### config.mk
export PLATFORM = sky130hd
export DESIGN_NAME = polyline_length_bbox_accumulator
export DESIGN_NICKNAME = d
export VERILOG_FILES = /design/src/rtl/plba_pkg.sv /design/src/rtl/polyline_length_bbox_accumulator.sv /design/src/rtl/plba_dist.sv
export SDC_FILE = /design/constraint.sdc
export NUM_CORES = 2
export LEC_CHECK = 0
export BUFFER_PORTS_ARGS = -buffer_cell sky130_fd_sc_hd__buf_2
export CAP_MARGIN = 0
export CORE_AREA = 2 2 338 340
export CTS_CLUSTER_SIZE = 25
export DETAILED_ROUTE_END_ITERATION = 6
export DIE_AREA = 0 0 340 342
export PLACE_DENSITY = 0.68
export SLEW_MARGIN = 20
export SYNTH_ARGS = -nofsm -noshare
export SYNTH_HDL_FRONTEND = slang
export SYNTH_SLANG_ARGS = --single-unit
### constraint.sdc
create_clock -name i_clk -period 10.2 [get_ports i_clk]
set_input_delay 0.51 -clock i_clk [delete_from_list [all_inputs] [get_ports i_clk]]
set_output_delay 0.51 -clock i_clk [all_outputs]
set_load 0.02 [all_outputs]
### src/rtl/plba_pkg.sv
package plba_pkg;

    localparam int CoordW  = 32;
    localparam int DiffW   = CoordW + 1;
    localparam int DistW   = DiffW + 1;
    localparam int AccW    = 48;
    localparam int CfgIdxW = 8;

    localparam logic [1:0] BoxMinX = 2'd0;
    localparam logic [1:0] BoxMaxX = 2'd1;
    localparam logic [1:0] BoxMinY = 2'd2;
    localparam logic [1:0] BoxMaxY = 2'd3;

    localparam logic [CfgIdxW-1:0] CfgLast = CfgIdxW'(3);

    typedef struct packed {
        logic signed [CoordW-1:0] point_x;
        logic signed [CoordW-1:0] point_y;
        logic                     curve_start;
    } t_in_item;

    typedef struct packed {
        logic [AccW-1:0]          current_length;
        logic [AccW-1:0]          curve_total;
        logic [AccW-1:0]          idle_total;
        logic signed [CoordW-1:0] box_min_x;
        logic signed [CoordW-1:0] box_max_x;
        logic signed [CoordW-1:0] box_min_y;
        logic signed [CoordW-1:0] box_max_y;
    } t_out_item;

endpackage

### src/rtl/polyline_length_bbox_accumulator.sv
// channel  valid        ready        payload
// in       i_in_valid   o_in_ready   i_in_data  (plba_pkg::t_in_item)
// out      o_out_valid  i_out_ready  o_out_data (plba_pkg::t_out_item)
// cfg      i_cfg_valid  o_cfg_ready  i_cfg_index, i_cfg_data
//
// A point after an earlier point is accepted, then goes through the bit-serial
// squares of dx and dy and the two-bits-per-step root; the done flag follows,
// then the result load.
// The very first point needs no distance and goes straight to the result load.
// Reset is synchronous and loads the box corners with the default seeds.
// A new item is taken while a finished result waits in the output register;
// a result that finds that register full holds until it is taken.
module polyline_length_bbox_accumulator (
    input  logic                              i_clk,
    input  logic                              i_rst_n,
    input  logic                              i_in_valid,
    output logic                              o_in_ready,
    input  plba_pkg::t_in_item                i_in_data,
    output logic                              o_out_valid,
    input  logic                              i_out_ready,
    output plba_pkg::t_out_item               o_out_data,
    input  logic                              i_cfg_valid,
    output logic                              o_cfg_ready,
    input  logic [plba_pkg::CfgIdxW-1:0]      i_cfg_index,
    input  logic [plba_pkg::CoordW-1:0]       i_cfg_data
);

    localparam int CW = plba_pkg::CoordW;
    localparam int DW = plba_pkg::DiffW;
    localparam int RW = plba_pkg::DistW;
    localparam int AW = plba_pkg::AccW;

    typedef enum logic [2:0] {
        S_IDLE = 3'b001,
        S_DIST = 3'b010,
        S_DONE = 3'b100
    } t_state;

    t_state                  r_state, n_state;
    logic signed [CW-1:0]    r_last_x, r_last_y;
    logic                    r_have_point;
    logic                    r_had, r_start;
    logic [AW-1:0]           r_len, r_sum, r_idle, n_len, n_sum, n_idle;
    logic signed [CW-1:0]    r_box [4];
    logic                    r_out_valid;
    plba_pkg::t_out_item     r_out;

    logic                    w_acc_in, w_load;
    logic signed [DW-1:0]    w_px, w_py, w_lx, w_ly;
    logic signed [DW-1:0]    w_dxab, w_dxba, w_dyab, w_dyba;
    logic [DW-1:0]           w_dx, w_dy;
    logic                    w_dist_start, w_dist_done;
    logic [RW-1:0]           w_dist;

    function automatic logic [AW-1:0] sat_add(input logic [AW-1:0] a,
                                              input logic [RW-1:0] b);
        logic [AW:0] s;
        s = {1'b0, a} + (AW + 1)'(b);
        return s[AW] ? '1 : s[AW-1:0];
    endfunction

    assign o_in_ready  = (r_state == S_IDLE);
    assign o_cfg_ready = 1'b1;
    assign w_acc_in    = i_in_valid && o_in_ready;

    assign w_px   = {i_in_data.point_x[CW-1], i_in_data.point_x};
    assign w_py   = {i_in_data.point_y[CW-1], i_in_data.point_y};
    assign w_lx   = {r_last_x[CW-1], r_last_x};
    assign w_ly   = {r_last_y[CW-1], r_last_y};
    assign w_dxab = w_px - w_lx;
    assign w_dxba = w_lx - w_px;
    assign w_dyab = w_py - w_ly;
    assign w_dyba = w_ly - w_py;
    assign w_dx   = w_dxab[DW-1] ? w_dxba : w_dxab;
    assign w_dy   = w_dyab[DW-1] ? w_dyba : w_dyab;

    assign w_dist_start = w_acc_in && r_have_point;

    plba_dist u_dist (
        .i_clk   (i_clk),
        .i_rst_n (i_rst_n),
        .i_start (w_dist_start),
        .i_dx    (w_dx),
        .i_dy    (w_dy),
        .o_done  (w_dist_done),
        .o_dist  (w_dist)
    );

    assign w_load = (r_state == S_DONE) && (!r_out_valid || i_out_ready);

    always_comb begin
        n_len  = r_len;
        n_sum  = r_sum;
        n_idle = r_idle;
        if (!r_had) begin
            n_len = '0;
        end else if (r_start) begin
            n_idle = sat_add(r_idle, w_dist);
            n_len  = '0;
        end else begin
            n_len = sat_add(r_len, w_dist);
            n_sum = sat_add(r_sum, w_dist);
        end
    end

    always_comb begin
        n_state = r_state;
        unique case (r_state)
            S_IDLE: begin
                if (w_acc_in) begin
                    n_state = r_have_point ? S_DIST : S_DONE;
                end
            end
            S_DIST: begin
                if (w_dist_done) begin
                    n_state = S_DONE;
                end
            end
            S_DONE: begin
                if (w_load) begin
                    n_state = S_IDLE;
                end
            end
            default: begin
                n_state = S_IDLE;
            end
        endcase
    end

    always_ff @(posedge i_clk) begin
        if (!i_rst_n) begin
            r_state      <= S_IDLE;
            r_have_point <= 1'b0;
            r_last_x     <= '0;
            r_last_y     <= '0;
            r_len        <= '0;
            r_sum        <= '0;
            r_idle       <= '0;
            r_out_valid  <= 1'b0;
            r_box[plba_pkg::BoxMinX] <= {1'b0, {(CW-1){1'b1}}};
            r_box[plba_pkg::BoxMaxX] <= {1'b1, {(CW-1){1'b0}}};
            r_box[plba_pkg::BoxMinY] <= {1'b0, {(CW-1){1'b1}}};
            r_box[plba_pkg::BoxMaxY] <= {1'b1, {(CW-1){1'b0}}};
        end else begin
            r_state <= n_state;
            if (i_cfg_valid && i_cfg_index <= plba_pkg::CfgLast) begin
                r_box[i_cfg_index[1:0]] <= i_cfg_data;
            end
            if (w_acc_in) begin
                r_have_point <= 1'b1;
                r_last_x     <= i_in_data.point_x;
                r_last_y     <= i_in_data.point_y;
                if (i_in_data.point_x < r_box[plba_pkg::BoxMinX]) begin
                    r_box[plba_pkg::BoxMinX] <= i_in_data.point_x;
                end
                if (i_in_data.point_x > r_box[plba_pkg::BoxMaxX]) begin
                    r_box[plba_pkg::BoxMaxX] <= i_in_data.point_x;
                end
                if (i_in_data.point_y < r_box[plba_pkg::BoxMinY]) begin
                    r_box[plba_pkg::BoxMinY] <= i_in_data.point_y;
                end
                if (i_in_data.point_y > r_box[plba_pkg::BoxMaxY]) begin
                    r_box[plba_pkg::BoxMaxY] <= i_in_data.point_y;
                end
            end
            if (w_load) begin
                r_len       <= n_len;
                r_sum       <= n_sum;
                r_idle      <= n_idle;
                r_out_valid <= 1'b1;
            end else if (i_out_ready) begin
                r_out_valid <= 1'b0;
            end
        end
    end

    always_ff @(posedge i_clk) begin
        if (w_acc_in) begin
            r_had   <= r_have_point;
            r_start <= i_in_data.curve_start;
        end
        if (w_load) begin
            r_out.current_length <= n_len;
            r_out.curve_total    <= n_sum;
            r_out.idle_total     <= n_idle;
            r_out.box_min_x      <= r_box[plba_pkg::BoxMinX];
            r_out.box_max_x      <= r_box[plba_pkg::BoxMaxX];
            r_out.box_min_y      <= r_box[plba_pkg::BoxMinY];
            r_out.box_max_y      <= r_box[plba_pkg::BoxMaxY];
        end
    end

    assign o_out_valid = r_out_valid;
    assign o_out_data  = r_out;

endmodule

### src/rtl/plba_dist.sv
module plba_dist (
    input  logic                          i_clk,
    input  logic                          i_rst_n,
    input  logic                          i_start,
    input  logic [plba_pkg::DiffW-1:0]    i_dx,
    input  logic [plba_pkg::DiffW-1:0]    i_dy,
    output logic                          o_done,
    output logic [plba_pkg::DistW-1:0]    o_dist
);

    localparam int DW   = plba_pkg::DiffW;
    localparam int RW   = plba_pkg::DistW;
    localparam int AW   = 2 * RW;
    localparam int RemW = RW + 2;
    localparam int CntW = $clog2(RW);

    typedef enum logic [2:0] {
        D_IDLE = 3'b001,
        D_MUL  = 3'b010,
        D_SQRT = 3'b100
    } t_dstate;

    t_dstate           r_state, n_state;
    logic [CntW-1:0]   r_cnt, n_cnt;
    logic [DW-1:0]     r_a, r_b, r_ma, r_mb, n_ma, n_mb;
    logic [AW-1:0]     r_acc, n_acc;
    logic [RemW-1:0]   r_rem, n_rem;
    logic [RW-1:0]     r_root, n_root;
    logic              r_done, n_done;

    logic [DW:0]       w_part;
    logic [RemW+1:0]   w_rem2, w_trial, w_diff;
    logic              w_ge;

    // squaring: multiplier bits MSB first, both squares share the accumulator
    assign w_part = ({1'b0, (r_ma[DW-1] ? r_a : '0)}) + ({1'b0, (r_mb[DW-1] ? r_b : '0)});

    // root: two radicand bits per step
    assign w_rem2  = {r_rem, r_acc[AW-1 -: 2]};
    assign w_trial = {2'b00, r_root, 2'b01};
    assign w_diff  = w_rem2 - w_trial;
    assign w_ge    = (w_rem2 >= w_trial);

    always_comb begin
        n_state = r_state;
        n_cnt   = r_cnt;
        n_ma    = r_ma;
        n_mb    = r_mb;
        n_acc   = r_acc;
        n_rem   = r_rem;
        n_root  = r_root;
        n_done  = 1'b0;
        unique case (r_state)
            D_IDLE: begin
                if (i_start) begin
                    n_state = D_MUL;
                    n_cnt   = '0;
                    n_ma    = i_dx;
                    n_mb    = i_dy;
                    n_acc   = '0;
                    n_rem   = '0;
                    n_root  = '0;
                end
            end
            D_MUL: begin
                n_acc = {r_acc[AW-2:0], 1'b0} + AW'(w_part);
                n_ma  = {r_ma[DW-2:0], 1'b0};
                n_mb  = {r_mb[DW-2:0], 1'b0};
                if (r_cnt == CntW'(DW - 1)) begin
                    n_cnt   = '0;
                    n_state = D_SQRT;
                end else begin
                    n_cnt = r_cnt + CntW'(1);
                end
            end
            D_SQRT: begin
                n_acc  = {r_acc[AW-3:0], 2'b00};
                n_rem  = w_ge ? w_diff[RemW-1:0] : w_rem2[RemW-1:0];
                n_root = {r_root[RW-2:0], w_ge};
                if (r_cnt == CntW'(RW - 1)) begin
                    n_cnt   = '0;
                    n_state = D_IDLE;
                    n_done  = 1'b1;
                end else begin
                    n_cnt = r_cnt + CntW'(1);
                end
            end
            default: begin
                n_state = D_IDLE;
            end
        endcase
    end

    always_ff @(posedge i_clk) begin
        if (!i_rst_n) begin
            r_state <= D_IDLE;
            r_cnt   <= '0;
            r_done  <= 1'b0;
        end else begin
            r_state <= n_state;
            r_cnt   <= n_cnt;
            r_done  <= n_done;
        end
    end

    always_ff @(posedge i_clk) begin
        if (r_state == D_IDLE && i_start) begin
            r_a <= i_dx;
            r_b <= i_dy;
        end
        r_ma   <= n_ma;
        r_mb   <= n_mb;
        r_acc  <= n_acc;
        r_rem  <= n_rem;
        r_root <= n_root;
    end

    assign o_done = r_done;
    assign o_dist = r_root;

endmodule
Word level (Yosys, flattened, before mapping)
Memories as Yosys holds them, arrays and structs flattened.
Index checks and enable logic that the tools add are counted.
W data, S select, Z words.
Storage, ports and cells
  input port bits: 110
  logic and storage cells: 160
  register bits: 767
  output and inout port bits: 275
  memories kept: 1
  RAM bits: 128
Memory list
  r_box: depth 4, bits a word 32, read ports 4, clocked after Yosys merged registers in 0, wr ports 5, RTL line polyline_length_bbox_accumulator.sv:44  | logic signed [CW-1:0] r_box [4];
Cells by class
  muxes and demuxes: 64
  eq/ne operators: 18
  order comparisons: 6
  add/subtract/negate cells: 11
  bitwise operators: 16
  reduce and logical (&&, ||, !) cells: 17
Operator list (count)
  $mux W48: 9
  $pmux W68 S3: 1
  $mux W33: 6
  $add A48 B34 Y49: 3
  $pmux W33 S2: 2
  $sub A32 B32 Y33: 4
  $mux W32: 4
  $mux W36: 2
  $pmux W36 S2: 1
  $add A68 B34 Y68: 1
  $mux W68: 1
  $pmux W34 S2: 1
  $gt A32 B32 Y1: 2
  $lt A32 B32 Y1: 2
  $ge A38 B36 Y1: 1
  $sub A36 B36 Y36: 1
  $add A33 B33 Y34: 1
  $mux W34: 1
  $mux W1: 23
  $mux W3: 7
  $mux W6: 3
  $pmux W3 S3: 2
  $pmux W6 S3: 1
  $eq A6 B6 Y1 const B: 2
  other kinds (18): 51

Longest topological paths before layout
An unclocked memory read counts as a cell.
  depth in word-level cells: 12
  gate-level depth with buffers: 18
  gate-level depth less buffers: 15

Hierarchy
From an unflattened synthesis, not the netlist that was laid out.
Second synthesis, totals
  cells, all modules: 5861
  area total of the unflattened synthesis: 55993.7 um^2
By module, submodules not included
  polyline_length_bbox_accumulator: instances 1, sequential area each 16335.7 um^2, area each 39660.5 um^2, cells each 4313
  plba_dist: instances 1, sequential area each 8308.0 um^2, area each 16333.2 um^2, cells each 1548

Least setup slack after synthesis
Ideal clock, no wire load.
  path type: in2reg
  start point: in i_out_ready
  end point: reg, netlist name o_out_data[0]
  data required time: 9457 ps
  stages: 6
  path slack: 572 ps
  path buffers: 3
  arrival: 8885 ps
  library setup time: 743 ps
  cell sequence: nand2b_1 -> nand3_1 -> inv_1 -> clkbuf_1 -> clkbuf_1 -> clkbuf_1
Between the ends
  word-level cells in the longest chain between the ends: 2
Ends and longest elaborated chain
  from (decl): RTL line polyline_length_bbox_accumulator.sv:20  | input logic i_out_ready,
  $logic_or A1 B1 Y1: RTL line polyline_length_bbox_accumulator.sv:89  | assign w_load = (r_state == S_DONE) && (!r_out_valid || i_out_ready);
  $logic_and A1 B1 Y1: RTL line polyline_length_bbox_accumulator.sv:89
  named net w_load: RTL line polyline_length_bbox_accumulator.sv:48  | logic w_acc_in, w_load;
The timed path passes the listed nets, and every way through them passes these cells.
A chain may end at the register's enable or synchronous reset.

Final worst setup path
  start point: reg u_dist.r_mb[32]
  end point: reg u_dist.r_acc[55] (data pin)
Between the ends
  word-level cells in the longest chain between the ends: 4
Ends and longest elaborated chain
  from (decl): RTL line plba_dist.sv:25  | logic [DW-1:0] r_a, r_b, r_ma, r_mb, n_ma, n_mb;
  from (signal assigned): RTL line plba_dist.sv:112  | r_mb <= n_mb;
  $mux W33: RTL line plba_dist.sv:36  | assign w_part = ({1'b0, (r_ma[DW-1] ? r_a : '0)}) + ({1'b0, (r_mb[DW-1] ? r_b : '0)});
  $add A33 B33 Y34: RTL line plba_dist.sv:36
  $add A68 B34 Y68: RTL line plba_dist.sv:66  | n_acc = {r_acc[AW-2:0], 1'b0} + AW'(w_part);
  $pmux W68 S3: RTL line plba_dist.sv:53  | unique case (r_state)
  named net u_dist.n_acc[55]: RTL line plba_dist.sv:26  | logic [AW-1:0] r_acc, n_acc;
  to (signal assigned): RTL line plba_dist.sv:113  | r_acc <= n_acc;
  to (decl): RTL line plba_dist.sv:26
The timed path passes the listed nets, and every way through them passes these cells.

==> out/metrics.cfg <==
[timing]
rsz0062_at_grt = no
fin_skew_ns = 0.0289
hold_viol_final = 0
finalCriticalPeriod_ns = 5.10
fin_crit_sh_pct = 50.0
slew_viol_final = 0
setup_viol = 0
setup_tns_ns = 0
fmax_ghz = 0.196
holdWs_ns = 0.0849
worst_slew_pin_slew_ns = 1.11
maxSlewHeadroom_pct = 25.1

[final_layout]
nFillCells = 10082
multi_input_area_um2 = 28400
fin_area_um2 = 62300
layout_common_cells = 672 x edfxtp_1, 592 x nand2_1, 568 x a21oi_1
ff_latch_area_um2 = 24600
final_common_cell = edfxtp_1
layout-drive-gt1-share_pct = 12.2
nets = 6635
syn_to_final_growth_pct = 11.6

[route]
drtPass1Iterations = 6
wl_per_cell_um = 21.2
vias_per_cell = 5.86
wirelength_um = 163000
ant_nets = 0
vias = 44905
route.detailed.drc = 0
drt_iter0_drc = 3946

[die]
initial_core_util_pct = 49.3
dieArea_um2 = 116000
row_count = 124
top_level_ports = 385
die_y_um = 342
core_area_um2 = 113000
die_w_um = 340

[setup_path]
crit_path_start_kind = register
path_max_fanout = 33
worstSetupPathType = register to register
cp.arrival_ns = 5.54
end_kind = register
required_ns = 10.63
reg2regPathDepth = 16
rrSetupSlack_ns = 5.10
worstReg2RegStart = u_dist.r_mb[32]
cp_slowest_cell = fa_1
cpMostUsedCell = fa_1
r2r_end = u_dist.r_acc[55]
max_stage_delay_ns = 0.52
path_cells = buf_4 > nand2_1 > fa_1 > inv_1 > ha_1 > fa_1 > a211oi_1 > o21bai_1 > a311oi_2 > o221ai_1 > a31o_2 > o311ai_2 > or3_1 > or2_1 > o31ai_1 > a32o_1

[clocking]
holdBufCountCts = 1
post_cts_resized = 0
cts.sinks = 895
cts_buffers = 97
worstSkewPairLatency_ns = 0.71
cts-htree-levels = 3
post-cts-setup-buffers = 0
clock_path_buffers = 3
path_clk_slew_ns = 0.06
cts-root-buf = clkbuf_16
tritoncts = yes

[min_path]
hp-start = i_in_data[33]
holdPathEnd = r_last_x[0]
min_path_type = input pin to register
worstHoldPathCells = 3

[global_route]
grt_pass1_wl_um = 248000
grt-ovfl-total = 0
track_usage_pct = 27.2
grt_max_degree = 101
met3_usage_pct = 5.55
top_usage_layer = met2
first_global_vias = 42943
met1_usage_pct = 35.1
antenna_found_initial = 24
grtUsageMet2_pct = 44.6

[yosys]
ys_types = 111
avgSynthCellArea_um2 = 9.65
syn_area_um2 = 55800
synth_top_flop_cell = edfxtp_1
syn_nets = 6364
ys_warn_count = 0
synthArstFlopShare_pct = 0
synth_cells = 5785
yosysSeqAreaShare_pct = 44.2
postSynthRegisterBits = 895
synth_enable_flop_cells = 672

[flow_run]
max_cap_violations = 0

[pwr]
p_per_area_nw_per_um2 = 151
peakVddDrop_mv = 0.135
power.total_uw = 9380
p_leak_uw = 0.0270

[outcome]
status = complete, no violations

[placed_design]
io_buffer_count = 383
hpwlAfterDp_um = 119000
gp_congestion = 0.974
post_dp_cell_area_um2 = 59000

## synthesized netlist by cell type, drive strengths merged, types with 10 or more instances
cell | number | area share, %
a31oi | 66 | 0.75
o21ai | 298 | 2.7
nand3 | 105 | 0.94
o21bai | 63 | 0.85
o22a | 24 | 0.38
o31ai | 25 | 0.37
or3 | 29 | 0.33
a221oi | 15 | 0.27
a311oi | 23 | 0.38
nor2 | 457 | 3.1
or2 | 24 | 0.27
o211ai | 32 | 0.44
o22ai | 37 | 0.41
edfxtp | 672 | 36
nor2b | 33 | 0.38
o21a | 53 | 0.71
ha | 429 | 9.6
fa | 40 | 1.4
nand3b | 10 | 0.13
clkbuf | 177 | 1.2
a2111oi | 10 | 0.25
o221a | 26 | 0.52
xnor2 | 152 | 2.4
a21oi | 572 | 5.2
mux2i | 161 | 2.9
buf | 80 | 0.70
nor4 | 21 | 0.26
nor3 | 71 | 0.64
xor2 | 82 | 1.3
and2 | 40 | 0.45
nand4 | 76 | 0.86
and4 | 17 | 0.27
mux2 | 59 | 1.2
a21o | 203 | 2.7
a211oi | 44 | 0.60
a21boi | 19 | 0.26
inv | 484 | 3.3
dfxtp | 223 | 8.0
nand2 | 595 | 4.0
nand2b | 44 | 0.49
and3 | 53 | 0.59
## critical path, delay by kind of cell, from the launching register on
family	cells	cell delay [ns]
AOI/OAI and AO/OA	8	2.24
adders and majority gates	3	1.16
and+or+nand+nor	3	0.76
buffers and inverters	2	0.35
DFF	1	0.32
## final cells by class
| class | instances | area share [%] |
|---|---|---|
| Antenna cell | 4 | 0.0161 |
| Clock buffer | 138 | 4.38 |
| Clock inverter | 46 | 0.834 |
| Inverter | 484 | 2.93 |
| Multi-Input combinational cell | 4149 | 45.6 |
| Sequential cell | 895 | 39.6 |
| Tap cell | 1512 | 3.04 |
| Timing Repair Buffer | 429 | 3.64 |
## per-layer routing
metal,vias to the layer above,share of wire [%]
met5,-,0.14
met4,36,4.7
met3,341,7.4
met2,1528,46
met1,21548,42
li1,21452,-
## state kept, by name, summed over array words and instances, names as in the netlist, 6 cells and up
signal         count
r_idle            48
r_len             48
r_box            128
u_dist.r_a        33
u_dist.r_acc      68
r_sum             48
o_out_data       272
u_dist.r_ma       33
u_dist.r_rem      36
u_dist.r_b        33
r_last_x          32
u_dist.o_dist     34
u_dist.r_cnt       6
u_dist.r_mb       33
r_last_y          32
## power by group
| part | switching (uW) | leakage (uW) | total (uW) | internal [uW] |
|---|---|---|---|---|
| registers | 91.6 | 0.00805 | 4200 | 4110 |
| clock network | 1530 | 0.00159 | 3630 | 2100 |
| logic | 975 | 0.0174 | 1550 | 578 |
## logic make-up (layout without fill, tap and decap cells)
| family | Yosys count | after routing | share of synthesized area [%] |
|---|---|---|---|
| xor gates and xnor gates | 234 | 234 | 3.71 |
| other | 1 | 5 | 0.00672 |
| DFF | 895 | 895 | 44.2 |
| and+or+nand+nor | 1607 | 1607 | 13.2 |
| AOI/OAI and AO/OA | 1618 | 1618 | 18.6 |
| muxes | 220 | 220 | 4.10 |
| adders and majority gates | 469 | 469 | 11.1 |
| buffers and inverters | 741 | 1097 | 5.15 |
## how the worst max path moves through the flow
| stage | slack [ns] | endpoint | start |
|---|---|---|---|
| 4_1_cts | 5.10 | u_dist.r_acc[55] | u_dist.r_mb[32] |
| 6_report | 5.10 | u_dist.r_acc[55] | u_dist.r_mb[32] |
| 3_3_place_gp | 5.14 | u_dist.r_acc[67] | u_dist.r_mb[32] |
| 2_1_floorplan | 0.57 | o_out_data[0] | i_out_ready |
| 3_5_place_dp | 5.14 | u_dist.r_acc[67] | u_dist.r_mb[32] |
| 5_1_grt | 4.70 | u_dist.r_acc[67] | u_dist.r_mb[32] |
## per-stage QoR
step	worst slack, ns	instances	utilization [%]
global route	4.70	7655	55.1
finish	5.10	7657	55.1
CTS	5.10	7653	55.1
detailed placement	5.14	7468	52.2
floorplan	0.572	5785	-
global placement	5.14	7468	52.2
Power figures use the tool's default switching activity.
